<file path="src/hdl/spi_pio_pkg.sv">
// ----------------------------------------------------------------------------
// spi_pio_pkg
// Shared constants, register offsets and types for the serial flash
// controller PIO register block.
// ----------------------------------------------------------------------------
package spi_pio_pkg;

    // Stream widths (tdata fields packed from bit 0 up, padded to whole bytes)
    localparam int IN_TDATA_W  = 80;
    localparam int IN_TUSER_W  = 2;
    localparam int OUT_TDATA_W = 72;

    localparam int DEF_FIFO_DEPTH = 16;

    // Request kinds carried on tuser
    localparam logic [1:0] REQ_READ    = 2'd0;
    localparam logic [1:0] REQ_WRITE   = 2'd1;
    localparam logic [1:0] REQ_RESTORE = 2'd2;

    // Register offsets
    localparam logic [13:0] OFF_CTRL0     = 14'h000;
    localparam logic [13:0] OFF_CTRL1     = 14'h004;
    localparam logic [13:0] OFF_ENABLE    = 14'h008;
    localparam logic [13:0] OFF_TX_LEVEL  = 14'h020;
    localparam logic [13:0] OFF_RX_LEVEL  = 14'h024;
    localparam logic [13:0] OFF_STATUS    = 14'h028;
    localparam logic [13:0] OFF_ZERO_LO   = 14'h030;
    localparam logic [13:0] OFF_ZERO_HI   = 14'h048;
    localparam logic [13:0] OFF_ID        = 14'h058;
    localparam logic [13:0] OFF_VERSION   = 14'h05C;
    localparam logic [13:0] OFF_SPI_CTRL  = 14'h0F4;
    localparam logic [13:0] WIN_LO        = 14'h060;
    localparam logic [13:0] WIN_HI        = 14'h0E0;

    localparam int NUM_MISC = 11;
    localparam logic [13:0] MISC_OFFS [NUM_MISC] = '{
        14'h00C, 14'h010, 14'h014, 14'h018, 14'h01C, 14'h02C,
        14'h04C, 14'h050, 14'h054, 14'h0F0, 14'h0F8
    };

    localparam logic [31:0] ID_WORD       = 32'h5153_5049;
    localparam logic [31:0] VERSION_WORD  = 32'h3430_312A;
    localparam logic [31:0] CMD_MODE_CTRL = 32'(7) << 16;

    // Frame-size field of control register zero
    localparam int DFS_LSB = 16;
    localparam int DFS_W   = 5;

    // FIFO control between register decode and receive FIFO
    typedef struct packed {
        logic clear;
        logic push;
        logic pop;
    } fifo_ctrl_t;

endpackage

</file>
<file path="src/hdl/spi_controller_pio_registers_unit.sv">
// ----------------------------------------------------------------------------
// spi_controller_pio_registers_unit
// Input register, then result register, between input beat and result beat;
// throughput: one beat per cycle while the result side does not stall.
// Reset (rst_n, async low) clears the handshake state, the control registers
// (control zero back to 8-bit frames) and the receive FIFO pointers.
// ----------------------------------------------------------------------------
//
// Register block of a serial flash controller, programmed-IO path. Each input
// beat is a bus read, a bus write or a command-mode restore. Writes to the
// data window shift out one frame of 1 to 4 bytes and push the masked reply
// into the receive FIFO; reads of the window pop it. Clearing bit 0 of the
// enable register releases chip select and empties the FIFO.
//
// Pipeline:
//   stage 1 : input register (request kind, offset, write data, reply)
//   decode  : register file read/write, FIFO push/pop, frame masking
//   stage 2 : result register, drained by the master-side handshake
// The FIFO head word is read ahead into a register, so it is ready for a pop.
module spi_controller_pio_registers_unit
    import spi_pio_pkg::*;
#(
    parameter int FIFO_DEPTH = DEF_FIFO_DEPTH
)
(
    input  logic                   clk,
    input  logic                   rst_n,
    // Request channel
    input  logic                   s_axis_tvalid,
    output logic                   s_axis_tready,
    // [13:0] offset, [45:14] write_data, [77:46] reply_frame, [79:78] zero
    input  logic [IN_TDATA_W-1:0]  s_axis_tdata,
    // [1:0] req_type
    input  logic [IN_TUSER_W-1:0]  s_axis_tuser,
    // Result channel
    output logic                   m_axis_tvalid,
    input  logic                   m_axis_tready,
    // [31:0] read_data, [32] frame_sent, [64:33] frame_word,
    // [67:65] frame_length, [68] deselect, [69] rx_overflow, [70] unmapped,
    // [71] zero
    output logic [OUT_TDATA_W-1:0] m_axis_tdata
);

    localparam int LVL_W = $clog2(FIFO_DEPTH + 1);

    // ---------------------------------------------------------------- stage 1
    logic        in_valid_reg;
    logic [1:0]  req_reg;
    logic [13:0] off_reg;
    logic [31:0] wdata_reg;
    logic [31:0] reply_reg;

    logic        advance;   // result register can take a beat this cycle
    logic        proc;      // the held request is decoded this cycle

    assign advance       = !m_axis_tvalid || m_axis_tready;
    assign proc          = in_valid_reg && advance;
    assign s_axis_tready = !in_valid_reg || advance;

    always_ff @(posedge clk or negedge rst_n)
    begin
        if (!rst_n)
        begin
            in_valid_reg <= 1'b0;
        end
        else if (s_axis_tready)
        begin
            in_valid_reg <= s_axis_tvalid;
        end
    end

    always_ff @(posedge clk)
    begin
        if (s_axis_tvalid && s_axis_tready)
        begin
            req_reg   <= s_axis_tuser[1:0];
            off_reg   <= s_axis_tdata[13:0];
            wdata_reg <= s_axis_tdata[45:14];
            reply_reg <= s_axis_tdata[77:46];
        end
    end

    // -------------------------------------------------------- register file
    logic [31:0] ctrl0_reg,    ctrl0_next;
    logic [31:0] ctrl1_reg,    ctrl1_next;
    logic [31:0] enable_reg,   enable_next;
    logic [31:0] spi_ctrl_reg, spi_ctrl_next;
    logic [31:0] misc_reg  [NUM_MISC];
    logic [31:0] misc_next [NUM_MISC];

    always_ff @(posedge clk or negedge rst_n)
    begin
        if (!rst_n)
        begin
            ctrl0_reg    <= CMD_MODE_CTRL;
            ctrl1_reg    <= '0;
            enable_reg   <= '0;
            spi_ctrl_reg <= '0;
            for (int k = 0; k < NUM_MISC; k++)
            begin
                misc_reg[k] <= '0;
            end
        end
        else
        begin
            ctrl0_reg    <= ctrl0_next;
            ctrl1_reg    <= ctrl1_next;
            enable_reg   <= enable_next;
            spi_ctrl_reg <= spi_ctrl_next;
            for (int k = 0; k < NUM_MISC; k++)
            begin
                misc_reg[k] <= misc_next[k];
            end
        end
    end

    // ------------------------------------------------------- frame sizing
    // Bytes = ceil((dfs + 1) / 8); a field below 3 means 8-bit frames.
    logic [DFS_W-1:0] dfs;
    logic [DFS_W:0]   dfs_sum;
    logic [2:0]       dfs_bytes;
    logic [31:0]      frame_mask;

    assign dfs       = ctrl0_reg[DFS_LSB +: DFS_W];
    assign dfs_sum   = {1'b0, dfs} + (DFS_W+1)'(8);
    assign dfs_bytes = (dfs < DFS_W'(3)) ? 3'd1 : dfs_sum[DFS_W:3];

    always_comb
    begin
        case (dfs_bytes)
            3'd1:    frame_mask = 32'h0000_00FF;
            3'd2:    frame_mask = 32'h0000_FFFF;
            3'd3:    frame_mask = 32'h00FF_FFFF;
            default: frame_mask = 32'hFFFF_FFFF;
        endcase
    end

    // ---------------------------------------------------------- receive FIFO
    fifo_ctrl_t       fifo_ctrl;
    logic [LVL_W-1:0] rx_level;
    logic [31:0]      rx_head;
    logic             rx_empty;
    logic             rx_full;

    spi_pio_rx_fifo #(
        .FIFO_DEPTH (FIFO_DEPTH)
    ) u_rx_fifo (
        .clk       (clk),
        .rst_n     (rst_n),
        .ctrl      (fifo_ctrl),
        .push_data (reply_reg & frame_mask),
        .level     (rx_level),
        .head_data (rx_head)
    );

    assign rx_empty = (rx_level == '0);
    assign rx_full  = (rx_level == LVL_W'(FIFO_DEPTH));

    // --------------------------------------------------------------- decode
    logic        misc_hit;
    logic [31:0] misc_rd;
    logic        in_window;
    logic [31:0] read_data;
    logic        frame_sent;
    logic [31:0] frame_word;
    logic [2:0]  frame_length;
    logic        deselect;
    logic        rx_overflow;
    logic        unmapped;

    assign in_window = (off_reg >= WIN_LO) && (off_reg < WIN_HI);

    always_comb
    begin
        misc_hit = 1'b0;
        misc_rd  = '0;
        for (int k = 0; k < NUM_MISC; k++)
        begin
            if (off_reg == MISC_OFFS[k])
            begin
                misc_hit = 1'b1;
                misc_rd  = misc_rd | misc_reg[k];
            end
        end
    end

    always_comb
    begin
        ctrl0_next    = ctrl0_reg;
        ctrl1_next    = ctrl1_reg;
        enable_next   = enable_reg;
        spi_ctrl_next = spi_ctrl_reg;
        for (int k = 0; k < NUM_MISC; k++)
        begin
            misc_next[k] = misc_reg[k];
        end
        fifo_ctrl    = '0;
        read_data    = '0;
        frame_sent   = 1'b0;
        frame_word   = '0;
        frame_length = '0;
        deselect     = 1'b0;
        rx_overflow  = 1'b0;
        unmapped     = 1'b0;

        if (proc)
        begin
            case (req_reg)
                REQ_READ:
                begin
                    if (misc_hit)
                    begin
                        read_data = misc_rd;
                    end
                    else
                    begin
                        case (off_reg)
                            OFF_CTRL0:    read_data = ctrl0_reg;
                            OFF_CTRL1:    read_data = ctrl1_reg;
                            OFF_ENABLE:   read_data = enable_reg;
                            OFF_TX_LEVEL: read_data = '0;
                            OFF_RX_LEVEL: read_data = 32'(rx_level);
                            OFF_STATUS:   read_data = {27'd0, rx_full, !rx_empty, 2'b11, 1'b0};
                            OFF_ID:       read_data = ID_WORD;
                            OFF_VERSION:  read_data = VERSION_WORD;
                            OFF_SPI_CTRL: read_data = spi_ctrl_reg;
                            default:
                            begin
                                if (off_reg inside {OFF_ZERO_LO, 14'h034, 14'h038, 14'h03C,
                                                    14'h040, 14'h044, OFF_ZERO_HI})
                                begin
                                    read_data = '0;
                                end
                                else if (in_window)
                                begin
                                    // empty window read gives zero, no pop
                                    if (!rx_empty)
                                    begin
                                        read_data     = rx_head;
                                        fifo_ctrl.pop = 1'b1;
                                    end
                                end
                                else
                                begin
                                    unmapped = 1'b1;
                                end
                            end
                        endcase
                    end
                end

                REQ_WRITE:
                begin
                    if (misc_hit)
                    begin
                        for (int k = 0; k < NUM_MISC; k++)
                        begin
                            if (off_reg == MISC_OFFS[k])
                            begin
                                misc_next[k] = wdata_reg;
                            end
                        end
                    end
                    else
                    begin
                        case (off_reg)
                            OFF_CTRL0:    ctrl0_next    = wdata_reg;
                            OFF_CTRL1:    ctrl1_next    = wdata_reg;
                            OFF_SPI_CTRL: spi_ctrl_next = wdata_reg;
                            OFF_ENABLE:
                            begin
                                enable_next = wdata_reg;
                                // enable falling: release chip select, flush
                                if (enable_reg[0] && !wdata_reg[0])
                                begin
                                    deselect        = 1'b1;
                                    fifo_ctrl.clear = 1'b1;
                                end
                            end
                            default:
                            begin
                                if (in_window)
                                begin
                                    frame_sent   = 1'b1;
                                    frame_word   = wdata_reg & frame_mask;
                                    frame_length = dfs_bytes;
                                    if (rx_full)
                                    begin
                                        rx_overflow = 1'b1;
                                    end
                                    else
                                    begin
                                        fifo_ctrl.push = 1'b1;
                                    end
                                end
                                else
                                begin
                                    unmapped = 1'b1;
                                end
                            end
                        endcase
                    end
                end

                REQ_RESTORE:
                begin
                    ctrl0_next      = CMD_MODE_CTRL;
                    spi_ctrl_next   = '0;
                    enable_next     = 32'd1;
                    fifo_ctrl.clear = 1'b1;
                end

                default:
                begin
                    // unused request kind: no effect, all-zero result
                end
            endcase
        end
    end

    // -------------------------------------------------------------- stage 2
    logic                   out_valid_reg;
    logic [OUT_TDATA_W-1:0] out_data_reg;

    always_ff @(posedge clk or negedge rst_n)
    begin
        if (!rst_n)
        begin
            out_valid_reg <= 1'b0;
        end
        else if (advance)
        begin
            out_valid_reg <= in_valid_reg;
        end
    end

    always_ff @(posedge clk)
    begin
        if (proc)
        begin
            out_data_reg <= {1'b0, unmapped, rx_overflow, deselect, frame_length,
                             frame_word, frame_sent, read_data};
        end
    end

    assign m_axis_tvalid = out_valid_reg;
    assign m_axis_tdata  = out_data_reg;

endmodule

</file>
<file path="src/hdl/spi_pio_rx_fifo.sv">
// ----------------------------------------------------------------------------
// spi_pio_rx_fifo
// Receive FIFO with a registered look-ahead read of the head entry, so the
// head word is ready in the cycle an access pops it.
// ----------------------------------------------------------------------------
module spi_pio_rx_fifo
    import spi_pio_pkg::*;
#(
    parameter int FIFO_DEPTH = DEF_FIFO_DEPTH,
    localparam int PTR_W = $clog2(FIFO_DEPTH),
    localparam int LVL_W = $clog2(FIFO_DEPTH + 1)
)
(
    input  logic             clk,
    input  logic             rst_n,
    input  fifo_ctrl_t       ctrl,
    input  logic [31:0]      push_data,
    output logic [LVL_W-1:0] level,
    output logic [31:0]      head_data
);

    localparam int SUM_W = PTR_W + 1;

    logic [31:0]      rx_mem [FIFO_DEPTH];
    logic [PTR_W-1:0] head_reg;
    logic [PTR_W-1:0] head_next;
    logic [LVL_W-1:0] level_reg;
    logic [LVL_W-1:0] level_next;
    logic [31:0]      head_data_reg;
    logic [SUM_W-1:0] wr_sum;
    logic [PTR_W-1:0] wr_addr;

    // tail = (head + level) mod depth; the sum stays below twice the depth
    assign wr_sum  = {1'b0, head_reg} + SUM_W'(level_reg);
    assign wr_addr = (wr_sum >= SUM_W'(FIFO_DEPTH)) ?
                     PTR_W'(wr_sum - SUM_W'(FIFO_DEPTH)) : wr_sum[PTR_W-1:0];

    always_comb
    begin
        head_next  = head_reg;
        level_next = level_reg;
        if (ctrl.clear)
        begin
            head_next  = '0;
            level_next = '0;
        end
        else if (ctrl.pop)
        begin
            head_next  = (head_reg == PTR_W'(FIFO_DEPTH - 1)) ? '0 : head_reg + 1'b1;
            level_next = level_reg - 1'b1;
        end
        else if (ctrl.push)
        begin
            level_next = level_reg + 1'b1;
        end
    end

    always_ff @(posedge clk or negedge rst_n)
    begin
        if (!rst_n)
        begin
            head_reg  <= '0;
            level_reg <= '0;
        end
        else
        begin
            head_reg  <= head_next;
            level_reg <= level_next;
        end
    end

    // Storage and look-ahead read of the next head entry, with write bypass
    always_ff @(posedge clk)
    begin
        if (ctrl.push)
        begin
            rx_mem[wr_addr] <= push_data;
        end
        if (ctrl.push && (wr_addr == head_next))
        begin
            head_data_reg <= push_data;
        end
        else
        begin
            head_data_reg <= rx_mem[head_next];
        end
    end

    assign level     = level_reg;
    assign head_data = head_data_reg;

endmodule

</file>
<file path="config.mk">
export PLATFORM = sky130hd
export DESIGN_NAME = spi_controller_pio_registers_unit
export DESIGN_NICKNAME = d
export VERILOG_FILES = /design/src/hdl/spi_pio_pkg.sv /design/src/hdl/spi_controller_pio_registers_unit.sv /design/src/hdl/spi_pio_rx_fifo.sv
export SDC_FILE = /design/constraint.sdc
export NUM_CORES = 1
export LEC_CHECK = 0
export BUFFER_PORTS_ARGS = -buffer_cell sky130_fd_sc_hd__buf_2
export CORE_ASPECT_RATIO = 1.75
export CORE_UTILIZATION = 25
export DETAILED_ROUTE_END_ITERATION = 12
export GPL_TIMING_DRIVEN = 0
export PLACE_DENSITY = 0.45
export RECOVER_POWER = 25
export SETUP_SLACK_MARGIN = 0.2
export SYNTH_ARGS = -nofsm -noshare
export SYNTH_HDL_FRONTEND = slang
export SYNTH_HIERARCHICAL = 1
export SYNTH_SLANG_ARGS = --single-unit
</file>
<file path="constraint.sdc">
create_clock -name clk -period 6.28 [get_ports clk]
set_clock_uncertainty 0.2 [all_clocks]
set_input_delay 0.314 -clock clk [delete_from_list [all_inputs] [get_ports clk]]
set_output_delay 0.314 -clock clk [all_outputs]
set_load 0.005 [all_outputs]
</file>
== Word-level counts from Yosys, hierarchy flattened ==
Memory sizes are Yosys's and may differ from the RTL's. A register that Yosys moved wholly into a read port is not among the register bits.
Cells that the tools add are included.

* Add/sub/neg operators: 6
* $lt $le $gt $ge: 4
* Equality and inequality tests: 37
* Muxes and demuxes: 71
* Bitwise logic cells: 15
* Reductions and logical operators: 36

{| class="wikitable"
|+ Operator list
! cell !! count
|-
| 32-bit two-way mux || 21
|-
| 32-bit bitwise OR || 10
|-
| 32-bit case mux with 9 select lines || 1
|-
| 32-bit case mux with 2 select lines || 3
|-
| 14-bit by 6-bit equality test with 1-bit output, second input constant || 8
|-
| 14-bit by 7-bit equality test with 1-bit output, second input constant || 8
|-
| 32-bit case mux with 3 select lines || 1
|-
| 32-bit AND || 2
|-
| 4-bit AND reduction || 15
|-
| 14-bit by 5-bit equality test with 1-bit output, second input constant || 4
|-
| 14-bit by 8-bit equality test with 1-bit output, second input constant || 3
|-
| 1-bit two-way mux || 33
|-
| 14-bit by 4-bit equality test with 1-bit output, second input constant || 2
|-
| 4-bit two-way mux || 4
|-
| 5-bit two-way mux || 3
|-
| 14-bit by 3-bit equality test with 1-bit output, second input constant || 1
|-
| 14-bit by 7-bit >= comparator with 1-bit output, second input constant || 1
|-
| 14-bit zero test || 1
|-
| 14-bit by 8-bit less-than comparator with 1-bit output, second input constant || 1
|-
| 9-bit OR reduction || 1
|-
| 7-bit nonzero test || 1
|-
| 7-bit OR reduction || 1
|-
| 5-bit by 4-bit adder with 6-bit output, second input constant || 1
|-
| 3-bit by 2-bit equality test with 1-bit output, second input constant || 2
|-
| other kinds (28) || 41
|}

* Flip-flop bits (word level): 642
* Bits in writable memories: 512
* Word-level logic and storage cells: 198
* Memories: 1

{| class="wikitable"
|+ Memories
! memory !! depth !! bits a word !! rd ports !! clocked after memory_dff !! write ports !! RTL line !! text
|-
| u_rx_fifo.rx_mem || 16 || 32 || 1 || 1 || 1 || spi_pio_rx_fifo.sv:24 || <nowiki>logic [31:0] rx_mem [FIFO_DEPTH];</nowiki>
|}

== Longest topological paths before layout ==
Gate-level depths: netlist of run 1.

* Depth after elaboration: 23
* Mapped depth: 16
* Gate-level depth less buffers: 12

== Hierarchy ==
The synthesis of run 1 kept the hierarchy.

{| class="wikitable"
|+ Modules (own cells, without submodules)
! module !! instances !! cells each !! area an instance (um^2) !! seq. area each (um^2)
|-
| spi_controller_pio_registers_unit || 1 || 2,183 || 28,449.8 || 16,599.7
|-
| spi_pio_rx_fifo || 1 || 885 || 19,981.7 || 15,680.0
|}

== Worst setup path before layout of run 1 ==
OpenSTA, ideal clock, no wires.

* Kind: reg2reg
* Start point: reg off_reg[6]
* End point: mem u_rx_fifo.rx_mem[4][0] (enable)
* Arrival time: 4.451 ns
* Slack: 1.208 ns
* Stages on the path, launching flop included: 12
* Buffers on the path: 4
* Clock period less this slack: 5.072 ns
* Cell sequence: edfxtp_1 buf_2 and3_1 clkbuf_2 o211a_1 nor3_1 buf_2 nor2_1 clkbuf_1 a2111oi_0 or3b_2 nor2_1

{| class="wikitable"
|+ RTL lines
! item !! RTL line !! text
|-
| start, declared || spi_controller_pio_registers_unit.sv:49 || <nowiki>logic [13:0] off_reg;</nowiki>
|-
| start signal, assigned || spi_controller_pio_registers_unit.sv:77 || <nowiki>off_reg <= s_axis_tdata[13:0];</nowiki>
|-
| end, declared || spi_pio_rx_fifo.sv:24 ||
|}

==> flow_summary.yaml, run 1 <==
synth:
  syn_area_um2: 48400
  synthCells: 3068
  yosysTopAreaCellShare_pct: 41.1
  synth_flop_cell: "edfxtp_1"
  async_flop_share_pct: 42.4
  synth_enable_flop_cells: 663
  yosys.area.top_type: "edfxtp_1"
  syn_area_per_cell_um2: 15.8
  yosys_register_bits: 1158
  ys_top_cells_by_area: "edfxtp_1 (41%), dfrtp_1 (25%), mux2_2 (8.7%)"
  ys_seq_area_share_pct: 66.7
  synth-warning-count: 6
  mappedNetlistNets: 3171
  synth_cell_types: 87
clock_tree:
  clkSlewWorstSetupHoldPaths_ns: 0.07
  clock_sinks: 1158
  clk_latency_ns: 0.77
  htreeDepth: 3
  cts-root-buf: "clkbuf_16"
  cts_buffers: 118
  clockBufferDepth: 3
  cts_tree: "done"
timing:
  setup_violations: 0
  finalMaxSlewViolations: 243
  post-route-period-util_pct: 98.2
  max_slew.worst_pin.slew_ns: 4.07
  timing.final.ws_setup_ns: 0.111
  fmax_mhz: 162
  hold_ws_ns: 0.0632
  fin_crit_ns: 6.17
  rsz0062_at_grt: "no"
  hold_viol: 0
  max_slew_margin_pct: -171
global_routing:
  grt_util_met2_pct: 35.5
  grt_max_degree: 111
  gr-total-overflow: 0
  gr-usage-met3_pct: 2.38
  antenna_found_initial: 11
  grt_pass1_wl_um: 264000
  grt_pass1_vias: 31273
  use_met1_pct: 21.7
  grt_busiest_layer: "met2"
  grt_usage_pct: 19.6
placed_design:
  placed_cells: 5835
  pre_cts_slack_ns: -0.135
  io_buffers: 156
  place_area_um2: 53200
  gp_congestion: 0.956
  dp_hpwl_um: 140000
drt:
  wirelength_um: 193000
  drc: 0
  first_pass_iters: 12
  first_iter_violations: 2781
  viasPerCell: 4.91
  antenna_left: 0
  avgRoutedWirePerCell_um: 31.4
  vias: 30230
die:
  core_um2: 192000
  die_w_um: 335
  num_rows: 213
  initial_core_util_pct: 25.2
  io_pins: 160
  die_area_um2: 196000
  die_y_um: 584
layout:
  fillers: 19462
  drive_above_1_share_pct: 27.3
  final_nets: 3568
  area_growth_pct: 20.0
  layout_common_cells: "edfxtp_1 (663), dfrtp_1 (488), mux2_2 (376), clkbuf_1 (213), a22oi_1 (208)"
  design_area_um2: 58100
  largest_reg_flops: 512
  stdcell_count: 6156
  final_common_cell: "edfxtp_1"
worst_hold_path:
  worstHoldStart: "s_axis_tdata[51]"
  hold_path.class: "in -> reg"
power:
  powerDensity_nw_per_um2: 295
  p_leak_nw: 22.0
  ir_worst_vdd_mv: 0.249
critical_path:
  critPathKind: "reg -> reg"
  reg2reg_depth: 15
  cp.required_ns: 6.73
  worstSetupEndpoint: "u_rx_fifo/level[4]"
  critPathLaunch: "off_reg[2]"
  r2r_end: "u_rx_fifo/level[4]"
  r2r_start: "off_reg[2]"
  crit_path_start_kind: "register"
  path_max_fanout: 10
  crit_arrival_ns: 6.62
  reg2reg_setup_slack_ns: 0.11
  cp-end-kind: "register"
outcome:
  violations: "max-capacitance violations, max-slew violations"
  status: "finished with violations"
flow_run:
  maxCapViolCount: 6
-- layout make-up --
class                      count  area [um2]  share of cell area [%]
clock buffer                 171        3430                    5.90
sequential                  1158       32300                    55.6
antenna                        6        15.0                  0.0258
inverter                      17        65.1                   0.112
clock inverter                54         611                    1.05
multi-input combinational   1659       15100                    26.1
timing repair buffer         277        2170                    3.74
buffer                       234        1160                    2.00
tap                         2580        3230                    5.56
-- worst max-delay path: stages (launching register included) --
cell and delay, ns:
edfxtp_1 0.45, buf_2 0.23, nor3_2 0.99, o211a_1 0.31
nor3_1 0.06, buf_2 0.23, nor2_1 0.76, buf_1 1.08
nor4b_2 0.25, clkbuf_1 0.31, inv_1 0.23, fa_1 0.24
nor2b_1 0.09, o31ai_1 0.25, mux2i_1 0.23, nand3b_1 0.09
-- synth_stat cells (6+ instances only) --
| cell type | number |
|---|---|
| o22ai_1 | 13 |
| nand3_1 | 35 |
| o21ai_0 | 101 |
| buf_6 | 9 |
| a222oi_1 | 26 |
| mux2_1 | 24 |
| nor3_2 | 8 |
| inv_1 | 16 |
| and3_1 | 21 |
| nor4_1 | 7 |
| edfxtp_1 | 663 |
| o21a_1 | 10 |
| a32oi_1 | 8 |
| ha_1 | 15 |
| mux2_2 | 376 |
| buf_1 | 9 |
| nand4_1 | 12 |
| a31oi_1 | 16 |
| a22oi_1 | 208 |
| buf_4 | 37 |
| nand2_1 | 191 |
| a221oi_1 | 8 |
| and2_1 | 37 |
| o31ai_1 | 7 |
| nor2b_1 | 28 |
| clkbuf_1 | 120 |
| nor3_1 | 12 |
| mux2i_1 | 66 |
| a211oi_1 | 10 |
| mux4_2 | 128 |
| a21oi_1 | 32 |
| dfrtp_1 | 488 |
| o21ai_1 | 15 |
| buf_2 | 56 |
| nor2_1 | 72 |
| nand3b_1 | 6 |
| a22o_1 | 52 |
-- report_power, final --
group          total, mW  leakage, nW  internal [mW]  switching (mW)
clock network       7.43         1.93           4.14            3.28
logic               1.04         7.22          0.339           0.702
registers           8.66         12.9           8.40           0.267
total               17.1         22.0           12.9            4.25
-- repair_timing --
item / 4_1_cts / 5_1_grt
endpoints found under the hold margin: 272 / 0
cloned: 0 / 0
setup buffers: 0 / 0
endpoints found under the setup margin: 145 / 2
gates resized for setup: 2 / 2
hold buffers: 90 / 0
-- metal layers --
metal,part of all wire (%),wire length (um)
met5,0.016,30
met4,6.8,13200
met3,4.4,8540
met2,52,101000
met1,36,70500
-- metrics by stage --
| step | power [mW] | TNS (ns) | util (%) |
|---|---|---|---|
| finish | 17.1 | 0 | 30.2 |
| floorplan | 9.23 | 0 | - |
| global route | 17.7 | 0 | 30.2 |
| CTS | 17.3 | 0 | 30.3 |
| global placement | 9.78 | -4804.72 | 27.3 |
| detailed placement | 9.83 | -0.135 | 27.7 |
-- cell families after synthesis --
| logic type | Yosys count | share of synthesized area (%) |
|---|---|---|
| other cells | 1 | 0.00774 |
| flops | 1158 | 66.7 |
| buf+inv | 251 | 2.52 |
| fa+ha+maj | 17 | 0.470 |
| mux | 594 | 16.6 |
| compound gates | 563 | 8.37 |
| simple gates | 477 | 5.24 |
| xor+xnor | 7 | 0.127 |
-- worst min path at each step --
stage	to	slack, ns	depth (start not counted)
floorplan	ctrl0_reg[0]	-0.18	0
global placement	misc_reg[135]	0.27	1
detailed placement	misc_reg[213]	0.14	1
CTS	reply_reg[6]	0.001	2
global route	reply_reg[24]	0.04	2
finish	reply_reg[5]	0.06	2
Note: power is estimated with default switching activity, not from simulation.
==> run 2, diff against run 1 <==
--- a/config.mk
+++ b/config.mk
@@ -5,6 +5,7 @@
 export SDC_FILE = /design/constraint.sdc
 export NUM_CORES = 1
 export LEC_CHECK = 0
+export ABC_AREA = 1
 export BUFFER_PORTS_ARGS = -buffer_cell sky130_fd_sc_hd__buf_2
 export CORE_ASPECT_RATIO = 1.75
 export CORE_UTILIZATION = 25
==> run 2 against run 1 <==
Against the previous run:
- the flow still finishes with violations (max-capacitance violations, max-slew violations)
- cell count up 62%
- synthesized cell count increased by 120%
- sequential cell count unchanged
- first-iteration DRC count up 29%
- sequential share of layout area fell by 6.6 points
- via count up 52%
- non-clock buffer count increased by 171
- register-to-register slack better by 0.54 ns
- critical endpoint is now u_rx_fifo/rx_mem[15][26]
- largest cell class unchanged
- largest power group unchanged
==> flow_summary.yaml, run 2 <==
drt:
  antenna_left: 0
  viasPerCell: 4.60
  drc: 0
  vias: 45924
  first_iter_violations: 3575
  wirelength_um: 248000
  first_pass_iters: 6
  avgRoutedWirePerCell_um: 24.8
flow_run:
  maxCapViolCount: 5
clock_tree:
  htreeDepth: 3
  cts-root-buf: "clkbuf_16"
  clkSlewWorstSetupHoldPaths_ns: 0.07
  cts_buffers: 119
  ctsHoldBuffers: 86
  clock_sinks: 1158
  clk_latency_ns: 0.79
  postCtsSetupBuffers: 0
  cts_tree: "done"
  clockBufferDepth: 3
  cts-resized-gates: 0
global_routing:
  grt_pass1_vias: 46295
  antenna_found_initial: 8
  grt_usage_pct: 21.7
  grt_max_degree: 105
  gr-total-overflow: 0
  grt_pass1_wl_um: 344000
critical_path:
  cp-end-kind: "register"
  path_max_fanout: 18
  critPathKind: "reg -> reg"
  cp.required_ns: 6.54
  crit_arrival_ns: 5.89
  r2r_start: "off_reg[5]"
  crit_path_start_kind: "register"
  reg2reg_depth: 10
  r2r_end: "u_rx_fifo/rx_mem[15][26]"
  reg2reg_setup_slack_ns: 0.65
timing:
  setup_violations: 0
  max_slew.worst_pin.slew_ns: 3.62
  finalMaxSlewViolations: 367
  rsz0062_at_grt: "no"
  post-route-period-util_pct: 89.7
  fmax_mhz: 178
  hold_viol: 0
  max_slew_margin_pct: -142
  hold_ws_ns: 0.0300
  fin_crit_ns: 5.63
placed_design:
  io_buffers: 156
  dp_hpwl_um: 189000
  gp_congestion: 0.990
synth:
  synth_flop_cell: "edfxtp_1"
  ys_top_cells_by_area: "edfxtp_1 (36%), dfrtp_1 (22%), nand2_1 (14%)"
  mappedNetlistNets: 6704
  ys_seq_area_share_pct: 57.8
  syn_area_um2: 55900
  yosysTopAreaCellShare_pct: 35.6
  async_flop_share_pct: 42.4
  synth_enable_flop_cells: 663
  yosys.area.top_type: "edfxtp_1"
  synth-warning-count: 6
  synth_common_cells: "nand2_1 (2107), inv_1 (1237), edfxtp_1 (663)"
  synth_cell_types: 37
  yosysMostFrequentCell: "nand2_1"
  yosys_register_bits: 1158
  syn_area_per_cell_um2: 8.46
  synthCells: 6601
layout:
  post-route-util_pct: 29.7
  final_nets: 7091
  area_growth_pct: 18.0
  largest_reg_flops: 512
  layout_common_cells: "nand2_1 (2107), inv_1 (1236), edfxtp_1 (663), nand3_1 (616), nand4_1 (552)"
  drive_above_1_share_pct: 8.37
  fillers: 23754
  final_common_cell: "nand2_1"
worst_hold_path:
  hold_path.class: "in -> reg"
  worstHoldStart: "s_axis_tdata[58]"
  whs_endpoint: "reply_reg[12]"
  holdPathStages: 2
outcome:
  status: "finished with violations"
  violations: "max-capacitance violations, max-slew violations"
power:
  powerDensity_nw_per_um2: 280
  ir_worst_vdd_mv: 0.221
  p_leak_nw: 30.8
die:
  io_pins: 160
  num_rows: 229
  initial_core_util_pct: 25.1
  core_um2: 222000
  die_area_um2: 225000
  die_y_um: 627
  die_w_um: 359
==> run 2: changes by cell type after synthesis, moves of 55 or more <==
cell	previous run	this run
nand2_1	191	2107
inv_1	16	1237
nand3_1	35	616
nand4_1	12	552
mux2_2	376	0
nor2_1	72	355
a22oi_1	208	0
mux4_2	128	0
buf_2	56	134
mux2i_1	66	0
o21ai_0	101	46
==> run 2: layout make-up <==
cell class | instances | area, um2 | share of cell area, %
repair buffers | 266 | 2020 | 3.07
inverters | 1254 | 4710 | 7.15
well taps | 2887 | 3610 | 5.48
multi-input cells | 3773 | 16900 | 25.7
diodes | 3 | 7.51 | 0.0114
clock buffers | 145 | 3240 | 4.91
flip-flops and latches | 1158 | 32300 | 49.0
clock inverters | 82 | 1040 | 1.57
plain buffers | 416 | 2110 | 3.20
==> run 2: cell families after synthesis <==
| family | share of synthesized area, % |
|---|---|
| and+or+nand+nor | 29.0 |
| other | 0.00671 |
| buffers and inverters | 12.2 |
| adders and majority gates | 0.408 |
| xor gates and xnor gates | 0.0784 |
| DFF | 57.8 |
| AOI/OAI and AO/OA | 0.569 |
==> run 2: how the worst max path moves through the flow <==
stage,from,to,slack [ns],depth (start not counted)
2_1_floorplan,req_reg[1],u_rx_fifo/rx_mem[11][0],2.32,10
3_3_place_gp,rst_n,spi_ctrl_reg[25],-6.90,1
3_5_place_dp,off_reg[10],u_rx_fifo/rx_mem[12][19],0.73,11
4_1_cts,req_reg[1],u_rx_fifo/rx_mem[12][26],0.71,11
5_1_grt,req_reg[1],u_rx_fifo/rx_mem[12][27],0.49,11
6_report,off_reg[5],u_rx_fifo/rx_mem[15][26],0.65,10
==> run 2: routing by layer <==
layer	vias to the layer above	wire length, um	GRT usage (%)
met2	1510	130000	40.9
li1	21657	-	-
met4	4	22600	17.1
met3	665	9520	2.53
met5	-	23	0
met1	22088	85200	21.4
==> run 2: per-stage QoR <==
stage          std cells  setup WS, ns  setup TNS [ns]  cell area [um2]  power, mW
2_1_floorplan       6601          2.32               0            55900       9.63
3_3_place_gp        9644         -6.90        -3898.87            60300       10.6
3_5_place_dp        9667         0.729               0            60900       10.6
4_1_cts             9980         0.708               0            66100       18.6
5_1_grt             9982         0.487               0            65900       19.0
6_report            9984         0.649               0            65900       18.4
==> run 2: where the power goes <==
part / total (mW) / internal, mW / switching, mW
logic: 1.73 / 0.369 / 1.36
registers: 8.78 / 8.54 / 0.240
clock network: 7.93 / 4.55 / 3.37
total: 18.4 / 13.5 / 4.98
==> run 2: critical path: stages (launching register included) <==
cell      delay [ns]
edfxtp_1        0.53
inv_2           0.09
o21ai_0         0.54
nand2_1         0.30
nor2_1          0.58
inv_1           0.12
clkbuf_1        0.55
nor3_1          0.75
nand3_1         0.45
nor2_4          0.86
buf_12          0.26
